`src/rtl/stepseq_ram.sv`:
```
// ----------------------------------------------------------------------------
// Generic RAM
// One write port, one read port, read data registered.
// ----------------------------------------------------------------------------
module stepseq_ram #(
	parameter int WIDTH = 16,
	parameter int DEPTH = 16,
	localparam int AW = (DEPTH > 1) ? $clog2(DEPTH) : 1
) (
	input  logic             clk,
	input  logic             we,
	input  logic [AW-1:0]    waddr,
	input  logic [WIDTH-1:0] wdata,
	input  logic             re,
	input  logic [AW-1:0]    raddr,
	output logic [WIDTH-1:0] rdata
);

	logic [WIDTH-1:0] mem_q [DEPTH];
	logic [WIDTH-1:0] rdata_q;

	always_ff @(posedge clk) begin
		if (we) begin
			mem_q[waddr] <= wdata;
		end
		// hold the last read word when no read is issued
		if (re) begin
			rdata_q <= mem_q[raddr];
		end
	end

	assign rdata = rdata_q;

endmodule

```
`config.mk`:
```
export PLATFORM = sky130hd
export DESIGN_NAME = stepseq_ram
export DESIGN_NICKNAME = d
export VERILOG_FILES = /design/src/rtl/stepseq_ram.sv
export SDC_FILE = /design/constraint.sdc
export NUM_CORES = 1
export LEC_CHECK = 0
export BUFFER_PORTS_ARGS = -buffer_cell sky130_fd_sc_hd__buf_4
export CAP_MARGIN = 20
export CELL_PAD_IN_SITES_DETAIL_PLACEMENT = 1
export CELL_PAD_IN_SITES_GLOBAL_PLACEMENT = 1
export CORE_MARGIN = 2
export CORE_UTILIZATION = 54
export CTS_CLUSTER_SIZE = 25
export DETAILED_ROUTE_END_ITERATION = 10
export GPL_ROUTABILITY_DRIVEN = 0
export PLACE_DENSITY_LB_ADDON = 0.1
export SYNTH_ARGS = -nofsm -noshare
export SYNTH_HDL_FRONTEND = slang
export SYNTH_SLANG_ARGS = --single-unit
```
`constraint.sdc`:
```
create_clock -name clk -period 2.55 [get_ports clk]
set_input_delay 0.255 -clock clk [delete_from_list [all_inputs] [get_ports clk]]
set_output_delay 0.255 -clock clk [all_outputs]
set_load 0.03 [all_outputs]
```
==> Yosys cells after proc, flatten, opt, wreduce, memory -nomap -nowiden <==
Memories as Yosys holds them, arrays and structs flattened. A register that Yosys moved wholly into a read port is not among the register bits.
Cells that the tools add are included.
{ "word_totals": {"ff_bits": 0, "ram_bits": 256, "n_memories": 1} }
{ "classes": {"muxes": 2} }
{ "mem_list": {"columns": ["memory", "depth", "width", "rd", "rd_clocked_by_memory_dff", "wr", "line", "text"], "rows": [
  ["mem_q", 16, 16, 1, 1, 1, "19", "logic [WIDTH-1:0] mem_q [DEPTH];"]
]} }
{ "op_table": {"columns": ["op", "count"], "rows": [
  ["$mux W1", 2]
]} }

==> Logic depth before layout (Yosys ltp) <==
{ "depth": {"word_depth": 2, "depth_mapped": 5, "mapped_depth_nobuf": 3} }

==> Least setup slack after synthesis <==
OpenSTA, ideal clock, no wires.
{ "synth_timing": {"path_type": "in2reg", "from": "input waddr[2]", "to": "memory mem_q[0][0] (enable)", "setup_time_ns": 0.409, "arrival_time_ns": 1.901, "required_ns": 2.141, "slack_ns": 0.240, "path_stages": 2, "cell_sequence": "or3b_2 > nor3_1"} }
{ "synth_lines": {"columns": ["element", "line", "text"], "rows": [
  ["start, declared", "12", "input logic [AW-1:0] waddr,"],
  ["end, declared", "19", null]
]} }
No word-level cell before the write port.

==> summary.txt <==
run status: complete, no violations
Worst Path Max Fanout: 1
adder-cell share of the synthesized area: 0%
Synth Cell Area: 10200 sq um
Remaining Overflow, GRT: 0
arrival time at the worst endpoint: 1.75 ns
register area share after synthesis: 80.0%
yosys synthesis warning count: 0
Max Cap Viol: 0
DIE HEIGHT: 141 microns
Post-Synthesis Cells: 432
Tmin final: 1.47 ns
core area: 18600 sq um
die area: 20000 sq um
Crit path buffers/inverters: 0
cell taking the most area after synthesis: edfxtp_1
clock root cell: clkbuf_16
compound-gate portion of the synthesized area: 2.35%
layout cells sized above 1: 34.0%
Ports: 43
synthesized flop and latch total: 272
WL/cell: 29.8 microns
largest family of logic cells by synthesized area: multiplexers
share of the synthesized area in the top cell type: 80.0%
clk_skew: 0.0143 ns
Slew HR: 74.2%
Crit-path slowest cell: mux4_1
Final ANT Viol Nets: 0
period utilization: 57.7%
# clock sinks: 272
vias per std cell: 6.29
Synth Area in Simple Gates: 1.89%
Port-buffer cells: 42
post_cts resized: 0
Hold WC Path Type: input pin to flip-flop
Cell variety after synth: 18
starting density of the core: 54.7%
Clock Latency Late Sink: 0.53 ns
Area Overhead vs Synth: 16.0%
mux cell area share after synthesis: 14.5%
RSZ-0062 raised after global routing: no
Die Span X: 141 microns
startpoint types: flip-flop
r2r startpoint: mem_q[9][11]
H-Tree Depth: 1
CP startpoint: mem_q[9][11]
via count: 4802
DRT Pass-1 Iters: 4
fmax: 679 MHz
# hold bufs at CTS: 0
CTS Buf Count: 27
initial antenna violation count: 0
CP endpoint kind: flip-flop
Fillers: 1519
VDD IR max: 575 uV
worst stage delay on the critical path: 0.56 ns
top cell types by occurrence after synthesis: edfxtp_1 (272), mux4_2 (54), a22oi_1 (32), nand2_1 (17), nor2_1 (13)
CTS clk-pin slew, worst paths: 0.06 ns
PwrDens: 795 nW/um^2
vias in the first global route: 5224
M3 GR Usage: 3.10%
Leak: 3.88 nW
GRT Total Usage: 23.7%
Final Util: 63.5%
Hold Startpoint: wdata[7]
WP data required: 2.82 ns
DRC Markers: 0
DR iter-0 viols: 410
Placed Cells: 715
Top FF cell, synth: edfxtp_1
Reg area: 8170 sq um
Worst-Margin Slew: 0.386 ns
Post-synth EDFFs: 272
Crit Path Category: flip-flop to flip-flop
Post-synth ARST share: 0%
most frequent cell after synthesis: edfxtp_1
Synth Area per Inst: 23.6 sq um
Critical Path, Cell by Cell: mux4_1, a22oi_1, nand2_1
met2 Use GR: 40.0%
Slew Viols, Final: 0
syn_nets: 459
DPL Wire Length: 12200 microns
largest net degree at the start of global routing: 32
M1 GR Usage: 33.8%
Top delay family on crit path: multiplexers
total wire length: 22800 microns
setup_tns: 0 ns
setup bufs post-CTS: 0
Synth area leaders: edfxtp_1 (80%), mux4_2 (12%), mux4_1 (2.6%)
area of the multi-input gates: 1960 sq um
Antenna diodes: 0
FP Rows: 50
# nets final: 537
Final Hold Viols: 0
setup violators final: 0
first-pass GRT wire length: 33700 microns
CTS tree: yes
clk buf depth: 3
Synth Area in XOR/XNOR: 0%
gr busiest metal: met2
non-filler cells in the finished layout: 764
-- metal layers --
layer  wire (microns)  vias up
met5                0        -
met4              401        0
met3             1430       30
met2            11400      184
met1             9550     2583
li1                 -     2005
-- logic make-up after synthesis --
group / Yosys count
and+or+nand+nor: 43
DFF: 272
muxes: 64
buffers and inverters: 21
AOI/OAI and AO/OA: 32
-- through the flow --
step                setup slack [ns]  total power, W  hold slack, ns  area [sq um]
global route                    1.02         0.00967          0.0149         11800
CTS                             1.05         0.00947         0.00136         11800
finish                          1.08         0.00941          0.0109         11800
detailed placement             0.568         0.00568           0.553         11000
global placement               0.603         0.00566           0.542         11000
floorplan                      0.240         0.00544           0.354         10200
-- path summary, 6_finish.rpt --
kind | slack (ns) | to | cells past startpoint
hold reg to reg | 0.75 | rdata[5] | 3
setup reg to reg | 1.08 | rdata[11] | 3
setup / recovery | 1.08 | rdata[11] | 3
hold / removal | 0.01 | mem_q[12][7] | 1
-- worst register-to-register path, stage by stage (launching register included) --
cell	delay, ns
edfxtp_1	0.38
mux4_1	0.56
a22oi_1	0.21
nand2_1	0.07
-- state kept, by name (all words and copies together), names as in the netlist --
register and cells:
mem_q 256, rdata 16
-- power breakdown --
part           total [W]  switching (W)  internal [W]
Clock            0.00383        0.00160       0.00223
Combinational   0.000513       0.000302      0.000211
Sequential       0.00507      0.0000298       0.00504
Total            0.00941        0.00193       0.00748
-- layout by cell type, fill, tap and decap left out, drive strengths merged --
cell type	synthesis	final
mux4	64	64
clkinv	0	15
and2	1	1
buf	13	70
or3b	1	1
nand2b	2	2
nor2	13	13
nand3b	2	2
nor3	4	4
clkbuf	8	30
edfxtp	272	272
a22oi	32	32
nor2b	2	2
nand3	1	1
bufinv	0	3
nand2	17	17
inv	0	1
-- cell type report --
class	instances	share of cell area [%]
Timing Repair Buffer	70	4.76
Clock inverter	19	1.40
Clock buffer	30	5.80
Tap cell	234	2.47
Multi-Input combinational cell	139	16.6
Sequential cell	272	69.0
Note: power is estimated with default switching activity, not from simulation.
